==> config.mk <==
export PLATFORM = sky130hd
export DESIGN_NAME = spn_csr
export DESIGN_NICKNAME = d
export VERILOG_FILES = /design/src/hdl/spn_pkg.sv /design/src/hdl/spn_csr.sv
export SDC_FILE = /design/constraint.sdc
export NUM_CORES = 1
export LEC_CHECK = 0
export ABC_AREA = 1
export BUFFER_PORTS_ARGS = -buffer_cell sky130_fd_sc_hd__buf_2
export CAP_MARGIN = 20
export CELL_PAD_IN_SITES_DETAIL_PLACEMENT = 1
export CELL_PAD_IN_SITES_GLOBAL_PLACEMENT = 1
export CORE_ASPECT_RATIO = 0.7
export CORE_MARGIN = 1.5
export CORE_UTILIZATION = 29
export CTS_BUF_LIST = sky130_fd_sc_hd__clkbuf_4 sky130_fd_sc_hd__clkbuf_8
export CTS_CLUSTER_SIZE = 14
export DETAILED_ROUTE_END_ITERATION = 10
export PLACE_DENSITY = 0.9
export SETUP_SLACK_MARGIN = 0.02
export SYNTH_ARGS = -nofsm -noshare
export SYNTH_HDL_FRONTEND = slang
export SYNTH_SLANG_ARGS = --single-unit
==> constraint.sdc <==
create_clock -name clk -period 1.1 [get_ports clk]
set_clock_uncertainty 0.05 [all_clocks]
set_input_delay 0.22 -clock clk [delete_from_list [all_inputs] [get_ports clk]]
set_output_delay 0.22 -clock clk [all_outputs]
set_load 0.005 [all_outputs]
==> src/hdl/spn_pkg.sv <==
// Shared types and constants of the spectrum peak normalizer.
// Holds the item record, the configuration record and the register map.
// Depends on nothing; every other file of the block imports it.
package spn_pkg;

	localparam int NUM_BINS    = 128;
	localparam int BIN_AW      = (NUM_BINS > 1) ? $clog2(NUM_BINS) : 1;
	localparam int DATA_W      = 16;
	localparam int BIN_W       = 7;

	localparam int QUEUE_DEPTH = 4;
	localparam int QPTR_W      = $clog2(QUEUE_DEPTH);
	localparam int QCNT_W      = $clog2(QUEUE_DEPTH + 1);

	localparam int APB_ADDR_W  = 3;
	localparam int APB_DATA_W  = 32;

	localparam logic [DATA_W-1:0] SMOOTH_W_RESET   = 16'd6554;
	localparam logic [DATA_W-1:0] PEAK_FLOOR_RESET = 16'd1;

	typedef enum logic {
		REG_SMOOTHING_WEIGHT = 1'b0,
		REG_PEAK_FLOOR       = 1'b1
	} reg_idx_t;

	typedef struct packed {
		logic [DATA_W-1:0] smoothing_weight;
		logic [DATA_W-1:0] peak_floor;
	} cfg_t;

	typedef struct packed {
		logic [DATA_W-1:0] magnitude;
		logic [BIN_W-1:0]  bin;
		logic [DATA_W-1:0] frame_delta;
		logic [DATA_W-1:0] envelope;
		logic              last;
		logic              in_range;
	} item_t;

endpackage

==> src/hdl/spn_csr.sv <==
// Configuration registers of the spectrum peak normalizer behind an APB-style port.
// Holds the smoothing weight and the peak floor; depends on spn_pkg.
module spn_csr import spn_pkg::*; (
	input  logic                  clk,
	input  logic                  arst_n,
	input  logic                  psel,
	input  logic                  penable,
	input  logic                  pwrite,
	input  logic [APB_ADDR_W-1:0] paddr,
	input  logic [APB_DATA_W-1:0] pwdata,
	output logic [APB_DATA_W-1:0] prdata,
	output logic                  pready,
	output cfg_t                  cfg
);

	cfg_t     cfg_q;
	reg_idx_t sel;
	logic     wr_en;

	// Registers sit on 4-byte steps, so the top address bit picks one.
	assign sel    = reg_idx_t'(paddr[APB_ADDR_W-1]);
	assign wr_en  = psel && penable && pwrite;
	assign pready = 1'b1;
	assign cfg    = cfg_q;

	always_ff @(posedge clk or negedge arst_n) begin
		if (!arst_n) begin
			cfg_q.smoothing_weight <= SMOOTH_W_RESET;
			cfg_q.peak_floor       <= PEAK_FLOOR_RESET;
		end else if (wr_en) begin
			case (sel)
				REG_SMOOTHING_WEIGHT: cfg_q.smoothing_weight <= pwdata[DATA_W-1:0];
				REG_PEAK_FLOOR:       cfg_q.peak_floor       <= pwdata[DATA_W-1:0];
				default: ;
			endcase
		end
	end

	always_comb begin
		case (sel)
			REG_SMOOTHING_WEIGHT: prdata = APB_DATA_W'(cfg_q.smoothing_weight);
			REG_PEAK_FLOOR:       prdata = APB_DATA_W'(cfg_q.peak_floor);
			default:              prdata = '0;
		endcase
	end

endmodule

==> results of run 1 <==
cell families (layout without fill, tap and decap cells):
group         count (synthesis)  after routing
simple gates                148            148
flops                        32             32
buf+inv                      31            103
other cells                   2             17
layer usage:
layer  GRT usage (%)  up-vias
li1                -      798
met2            28.3       46
met1            19.3      776
met4            3.41        0
met3            4.83        2
met5               0        -
per-stage QoR:
step / TNS, ps / hold WS [ps] / power, mW / area, um^2
floorplan: 0 / -126 / 2.03 / 1690
global placement: -954 / 137 / 2.47 / 2060
detailed placement: -1480 / 141 / 2.53 / 2060
CTS: -3150 / 116 / 3.55 / 2210
global route: -4280 / 123 / 3.85 / 2280
finish: -2840 / 123 / 3.59 / 2280
worst max path at each step:
stage          slack (ps)  depth (start not counted)                  end                 from
6_report             -200                          3            prdata[4]  cfg[20]$_DFFE_PN1P_
5_1_grt              -260                          3            prdata[0]   cfg[0]$_DFFE_PN1P_
4_1_cts              -220                          3            prdata[4]  cfg[20]$_DFFE_PN1P_
3_5_place_dp         -140                          6  cfg[18]$_DFFE_PN0P_             paddr[2]
3_3_place_gp          -80                          6  cfg[29]$_DFFE_PN0P_             paddr[2]
2_1_floorplan          80                          4           prdata[14]             paddr[2]
power breakdown:
| group | switching [mW] | total [mW] | internal [mW] |
|---|---|---|---|
| sequential | 0.178 | 1.62 | 1.44 |
| clock | 0.400 | 0.959 | 0.559 |
| combinational | 0.488 | 1.01 | 0.523 |
final cells by class:
class                      instances  area, um^2
inverter                           2        7.51
clock buffer                       8        97.6
timing repair buffer              93         578
tap                               72        90.1
sequential                        32         811
multi-input combinational        165         697
fill                             692        3060
tightest hold or removal path: stages:
cell     delay (ps)
buf_2           100
nand3_1          70
nand2_1          50
what timing repair did:
item,CTS,global route
cloned,0,0
gates resized for setup,0,8
hold buffers,1,0
pin swaps,13,11
setup buffers,5,6
endpoints found under the hold margin,24,0
endpoints found under the setup margin,38,48
synthesized netlist by cell type:
library cell and count:
dfrtp_1 24, buf_4 21, nand4_1 1, inv_1 1
dfstp_2 8, conb_1 2, buf_2 5, inv_2 1
nand4_4 1, nor2_2 1, nand3_1 32, clkbuf_1 3
nand2_1 113
==> impl_metrics.yaml, run 1 <==
global_routing:
  grt-ovfl-total: 0
  grt_pass1_vias: 1574
  antenna_found_initial: 0
  gr-usage-all-layers_pct: 16.0
  grt_pass1_wl_um: 7480
  grt_max_degree: 33
worst_setup_path:
  worst_path_most_repeated_cell: "nand2_2"
  end_kind: "primary output"
  reg2reg_slack_ps: 190
  critical_path_required_ps: 830
  crit_type: "register to primary output"
  r2r_cells: 4
  critPathBufInv: 1
  slowest_stage: "dfstp_2"
  startpoint_type: "register"
  crit_fanout: 3
  worstPathArrival_ps: 1030
  worstReg2RegStart: "cfg[21]$_DFFE_PN0P_"
  cp_top_family: "flip-flops"
  rr_endpoint: "cfg[21]$_DFFE_PN0P_"
  worstPathCellList: "nand2_2 > nand2_2 > buf_6"
  max_stage_delay_ps: 550
pwr:
  power.density_nw_per_um2: 1570
  p_leak_nw: 1.35
  vdd_drop_max_v: 0.000508
floorplan:
  io-pin-count: 105
  dieArea_um2: 6110
  initial_core_util_pct: 30.7
  core_area_um2: 5340
  rows: 22
  die_x_um: 92.8
  dieHeight_um: 65.9
routing:
  wl_met2_um: 2320
  wire_per_inst_um: 12.7
  wl_met3_um: 270
  ant_nets: 0
  dr.max_layer_used: "met4"
  drt_iter0_markers: 24
  firstDrtPassIters: 4
  drc_errors: 0
  dr_total_vias: 1622
  m1WireLength_um: 2130
  viasPerCell: 4.36
  routed_wl_um: 4730
placement:
  dpl.cell_count: 352
  gp_congestion: 0.720
  port_buffers: 69
  dp_hpwl_um: 3500
  pre_cts_slack_ps: -138
synthesis:
  synth_top_cell_by_area: "dfrtp_1"
  synth_top_family_by_area: "simple AND/OR/NAND/NOR gates"
  yosys.area_share.xor_xnor_pct: 0
  ys_ff_latch: 32
  yosysSeqAreaShare_pct: 49.5
  netlist_area_um2: 1640
  synthTopCellsByArea: "dfrtp_1 (37%), nand2_1 (26%), dfstp_2 (13%), nand3_1 (9.8%), buf_4 (9.6%)"
  syn_avg_cell_area_um2: 7.69
  synthCells: 213
  synth_mux_area_share_pct: 0
  synth.lib_cells_used.distinct: 13
  synth-simple-area-share_pct: 37.7
  yosys_warnings: 0
  yosysTopAreaCellShare_pct: 36.7
  synth-compound-area-share_pct: 0
  synthAdderAreaFrac_pct: 0
clock_tree:
  worstSkewPairLatency_ps: 270
  cts_tree: "built"
  clockBufferDepth: 2
  h-tree-depth: 2
  cts_root_buf: "clkbuf_8"
  clock-sinks: 32
  cts_buffers: 5
  clkTransAtPathRegs_ps: 60
sta:
  period_share_pct: 119
  hold_viol: 0
  rsz0062_at_grt: "yes"
  slew_viol_final: 0
  post-route-min-period_ps: 1300
  setup_violations: 24
  max_freq_mhz: 767
  fin_ws_ps: -204
min_path:
  hold_start: "pwdata[3]"
  min_to: "cfg[19]$_DFFE_PN1P_"
  min_path_cells: 3
  hp-class: "primary input to register"
final_layout:
  synthToLayoutAreaGrowth_pct: 39.3
  final_cell_mix: "nand2_1 (107), buf_2 (67), nand3_1 (32)"
  final_common_cell: "nand2_1"
  diodes: 0
  largest_reg_flops: 32
  stdcell_count: 372
  drive_gt1_share_pct: 39.0
  post-route-util_pct: 42.7
  num-nets-final: 339
outcome:
  violations: "setup timing"
  status: "complete, but fails checks"
run:
  max_cap_violations: 0
(Power assumes the default switching activity.)
==> inputs of run 2 (changes only) <==
CORE_UTILIZATION = 28   (was 29)
CTS_BUF_LIST = not set   (was sky130_fd_sc_hd__clkbuf_4 sky130_fd_sc_hd__clkbuf_8)
PLACE_DENSITY = 0.88   (was 0.9)
==> run 2 against run 1 <==
The run still ends with setup timing left. Worst setup slack gained 3.9 ps. Power shrank 0.12%. Hold slack improved by 1.4 ps. Via count grew 1.3%. Largest cell class unchanged.
==> impl_metrics.yaml, run 2 (synthesis gave the netlist of run 1 again) <==
outcome:
  status: "complete, but fails checks"
  violations: "setup timing"
floorplan:
  core_area_um2: 5670
  die_x_um: 94.4
  dieArea_um2: 6320
  rows: 23
  initial_core_util_pct: 28.9
  dieHeight_um: 67.0
  io-pin-count: 105
sta:
  rsz0062_at_grt: "yes"
  period_share_pct: 118
  hold_viol: 0
  setup_violations: 24
  max_freq_mhz: 769
  post-route-min-period_ps: 1300
  fin_ws_ps: -200
  slew_viol_final: 0
  hold_slack_ps: 124
global_routing:
  grt_max_degree: 33
  grt-ovfl-total: 0
  gr-usage-all-layers_pct: 15.4
  grt_pass1_wl_um: 7370
  antenna_found_initial: 0
  grt_pass1_vias: 1591
final_layout:
  final_cell_mix: "nand2_1 (110), buf_2 (65), nand3_1 (32)"
  regArea_um2: 811
  drive_gt1_share_pct: 37.3
  diodes: 0
  largest_reg_flops: 32
  final_common_cell: "nand2_1"
  multiInputGateArea_um2: 689
  num-nets-final: 339
  num-fill-cells: 736
  synthToLayoutAreaGrowth_pct: 42.1
worst_setup_path:
  critical_path_required_ps: 830
  end_kind: "primary output"
  worstPathArrival_ps: 1030
  crit_fanout: 3
  crit_type: "register to primary output"
  startpoint_type: "register"
routing:
  firstDrtPassIters: 4
  dr_total_vias: 1643
  viasPerCell: 4.38
  drc_errors: 0
  wire_per_inst_um: 12.8
  drt_iter0_markers: 57
  routed_wl_um: 4800
  ant_nets: 0
pwr:
  p_comb_share_pct: 29.2
  power_frac_seq_pct: 45.2
  clkPwrFrac_pct: 25.6
  p_leak_nw: 1.36
  p_int_mw: 2.50
  vdd_drop_max_v: 0.000493
  p_sw_mw: 1.08
  power.density_nw_per_um2: 1540
  swShare_pct: 30.1
clock_tree:
  clock-sinks: 32
  cts_buffers: 5
  cts_root_buf: "clkbuf_8"
  clockBufferDepth: 2
  worstSkewPairLatency_ps: 270
  clkTransAtPathRegs_ps: 70
  h-tree-depth: 2
  cts_tree: "built"
min_path:
  hp-class: "primary input to register"
placement:
  pre_cts_slack_ps: -79.0
  dp_hpwl_um: 3450
  gp_congestion: 0.683
  port_buffers: 69
run:
  max_cap_violations: 0
[run 2: worst max-delay path: stages (launching register included)]
cell	delay (ps)
dfstp_2	560
nand2_2	50
nand2_1	50
buf_2	100
[run 2: routing by layer]
metal	global-route usage (%)	vias up	share of wire (%)
met4	2.99	0	0
met2	28.6	44	51
li1	-	801	-
met5	0	-	0
met1	17.5	798	43
met3	4.79	0	5.7
[run 2: timing repair]
| action | in CTS | in global routing |
|---|---|---|
| pin swaps | 23 | 3 |
| hold buffers | 1 | 0 |
| endpoints found under the hold margin | 24 | 0 |
| resized for setup | 3 | 6 |
| endpoints found under the setup margin | 42 | 48 |
| buffers inserted | 2 | 9 |
[run 2: metrics by stage]
stage | cells | setup TNS, ps | utilization (%) | total power, mW | cell area, um^2
floorplan | 228 | 0 | - | 2.03 | 1690
global placement | 355 | -557 | 37.1 | 2.48 | 2100
detailed placement | 355 | -1170 | 37.1 | 2.54 | 2100
CTS | 366 | -3200 | 39.4 | 3.51 | 2230
global route | 375 | -4440 | 41.1 | 3.84 | 2330
finish | 375 | -3000 | 41.1 | 3.58 | 2330
[run 2: final timing paths]
| kind | from | end | slack (ps) | cells past startpoint |
|---|---|---|---|---|
| min in group asynchronous | arst_n | cfg[11]$_DFFE_PN0P_ | 380 | 3 |
| worst min-delay path | pwdata[12] | cfg[28]$_DFFE_PN1P_ | 120 | 3 |
| worst max register to register | cfg[0]$_DFFE_PN1P_ | cfg[0]$_DFFE_PN1P_ | 160 | 4 |
| worst max-delay path | cfg[27]$_DFFE_PN1P_ | prdata[11] | -200 | 3 |
| worst min register to register | cfg[19]$_DFFE_PN1P_ | cfg[19]$_DFFE_PN1P_ | 420 | 2 |
| max in group asynchronous | arst_n | cfg[23]$_DFFE_PN1P_ | 370 | 3 |
[run 2: area by class of cell]
| type | count | area share, % |
|---|---|---|
| Sequential cell | 32 | 34.8 |
| Multi-Input combinational cell | 165 | 29.6 |
| Timing Repair Buffer | 93 | 27.3 |
| Tap cell | 75 | 4.03 |
| Clock buffer | 8 | 3.87 |
| Inverter | 2 | 0.323 |
[run 2: power by group through the flow]
stage          registers [mW]  clock network (mW)  logic (mW)
2_1_floorplan            1.63                   0       0.401
3_3_place_gp             1.63                   0       0.854
3_5_place_dp             1.63                   0       0.903
4_1_cts                  1.62               0.946       0.938
5_1_grt                  1.65               0.997        1.19
6_report                 1.62               0.917        1.05
==> inputs of run 3 (changes only) <==
TNS_END_PERCENT = 10   (was not set)
==> run 3 against run 2 <==
The run still ends with setup timing left. Die area unchanged. Sequential power about the same. First-iteration DRC count up 8.8%. Count of clock-buffer cells in the layout unchanged. Via count down 3.3%. Critical path depth unchanged. Final cell count down 2.9%.
==> impl_metrics.yaml, run 3 (synthesis gave the netlist of run 1 again) <==
global_routing:
  gr-usage-all-layers_pct: 15.4
  grt_max_degree: 33
  antenna_found_initial: 0
  grt_pass1_vias: 1580
  grt-ovfl-total: 0
  grt_pass1_wl_um: 7380
floorplan:
  dieArea_um2: 6320
  die_x_um: 94.4
  rows: 23
  dieHeight_um: 67.0
  core_area_um2: 5670
  io-pin-count: 105
  initial_core_util_pct: 28.9
min_path:
  min_to: "cfg[0]$_DFFE_PN1P_"
  min_path_cells: 3
  hold_start: "pwdata[0]"
  hp-class: "primary input to register"
final_layout:
  diodes: 0
  final_common_cell: "nand2_1"
  largest_reg_flops: 32
  synthToLayoutAreaGrowth_pct: 35.6
  drive_gt1_share_pct: 35.3
  final_cell_mix: "nand2_1 (109), buf_2 (68), nand3_1 (32)"
  num-nets-final: 328
  stdcell_count: 364
routing:
  viasPerCell: 4.37
  drc_errors: 0
  routed_wl_um: 4660
  firstDrtPassIters: 4
  drt_iter0_markers: 62
  dr_total_vias: 1589
  wire_per_inst_um: 12.8
  ant_nets: 0
pwr:
  p_leak_nw: 1.30
  p_sw_mw: 1.05
  p_int_mw: 2.39
  p_comb_share_pct: 26.0
  swShare_pct: 30.6
  power_frac_seq_pct: 47.2
  clkPwrFrac_pct: 26.7
  power.density_nw_per_um2: 1550
  vdd_drop_max_v: 0.000398
worst_setup_path:
  worstPathArrival_ps: 1030
  startpoint_type: "register"
  r2r_cells: 2
  worstReg2RegStart: "cfg[27]$_DFFE_PN1P_"
  end_kind: "primary output"
  crit_fanout: 3
  crit_type: "register to primary output"
  rr_endpoint: "cfg[27]$_DFFE_PN1P_"
  reg2reg_slack_ps: 330
  critical_path_required_ps: 830
clock_tree:
  cts_root_buf: "clkbuf_8"
  post_cts_buffers: 0
  clock-sinks: 32
  h-tree-depth: 2
  clkTransAtPathRegs_ps: 70
  cts_tree: "built"
  clockBufferDepth: 2
  cts_buffers: 5
  worstSkewPairLatency_ps: 270
placement:
  dpl.cell_count: 355
  dp_hpwl_um: 3450
  pre_cts_slack_ps: -79.0
  port_buffers: 69
  gp_congestion: 0.683
sta:
  slew_viol_final: 0
  hold_viol: 0
  fin_ws_ps: -200
  post-route-min-period_ps: 1300
  tns_ps: -2880
  period_share_pct: 118
  max_freq_mhz: 769
  setup_violations: 24
  rsz0062_at_grt: "yes"
  hold_slack_ps: 123
outcome:
  violations: "setup timing"
  status: "complete, but fails checks"
run:
  max_cap_violations: 0
==> run 3: worst max path at each step <==
stage,startpoint,to,slack (ps),cells after the start
2_1_floorplan,paddr[2],prdata[14],80,4
3_3_place_gp,paddr[2],cfg[22]$_DFFE_PN0P_,-50,7
6_report,cfg[27]$_DFFE_PN1P_,prdata[11],-200,3
3_5_place_dp,paddr[2],cfg[22]$_DFFE_PN0P_,-80,7
5_1_grt,cfg[0]$_DFFE_PN1P_,prdata[0],-260,3
4_1_cts,cfg[28]$_DFFE_PN1P_,prdata[12],-230,3
==> run 3: per-stage QoR <==
step	utilization, %	instance area (um^2)	power (mW)
CTS	38.9	2210	3.47
global placement	37.1	2100	2.48
finish	39.2	2220	3.44
floorplan	-	1690	2.03
detailed placement	37.1	2100	2.54
global route	39.2	2220	3.69
==> run 3: worst max-delay path: stages, from the launching register on <==
cell     delay (ps)
dfstp_2         560
nand2_2          50
nand2_1          50
buf_2           100
==> run 3: what timing repair did <==
action	4_1_cts	5_1_grt
resized for setup	1	4
hold buffers	1	0
hold endpoints to repair	24	0
endpoints found under the setup margin	42	48
gates cloned	0	0
pin swaps	24	2
==> run 3: power by group through the flow <==
stage | clock (mW) | sequential (mW) | combinational, mW
floorplan | 0 | 1.63 | 0.401
global placement | 0 | 1.63 | 0.854
detailed placement | 0 | 1.63 | 0.903
CTS | 0.946 | 1.62 | 0.902
global route | 0.996 | 1.65 | 1.04
finish | 0.918 | 1.62 | 0.894
==> run 3: layout make-up <==
| class | count | area [um^2] |
|---|---|---|
| Sequential cell | 32 | 811 |
| Fill cell | 730 | 3450 |
| Inverter | 2 | 7.51 |
| Tap cell | 75 | 93.8 |
| Timing Repair Buffer | 82 | 527 |
| Clock buffer | 8 | 90.1 |
| Multi-Input combinational cell | 165 | 692 |
==> run 3: metal layers <==
| metal | GRT usage [%] | vias to the layer above | part of all wire, % |
|---|---|---|---|
| li1 | - | 779 | - |
| met5 | 0 | - | 0 |
| met4 | 2.99 | 0 | 0 |
| met2 | 28.3 | 44 | 51 |
| met3 | 4.79 | 0 | 5.7 |
| met1 | 17.7 | 766 | 44 |
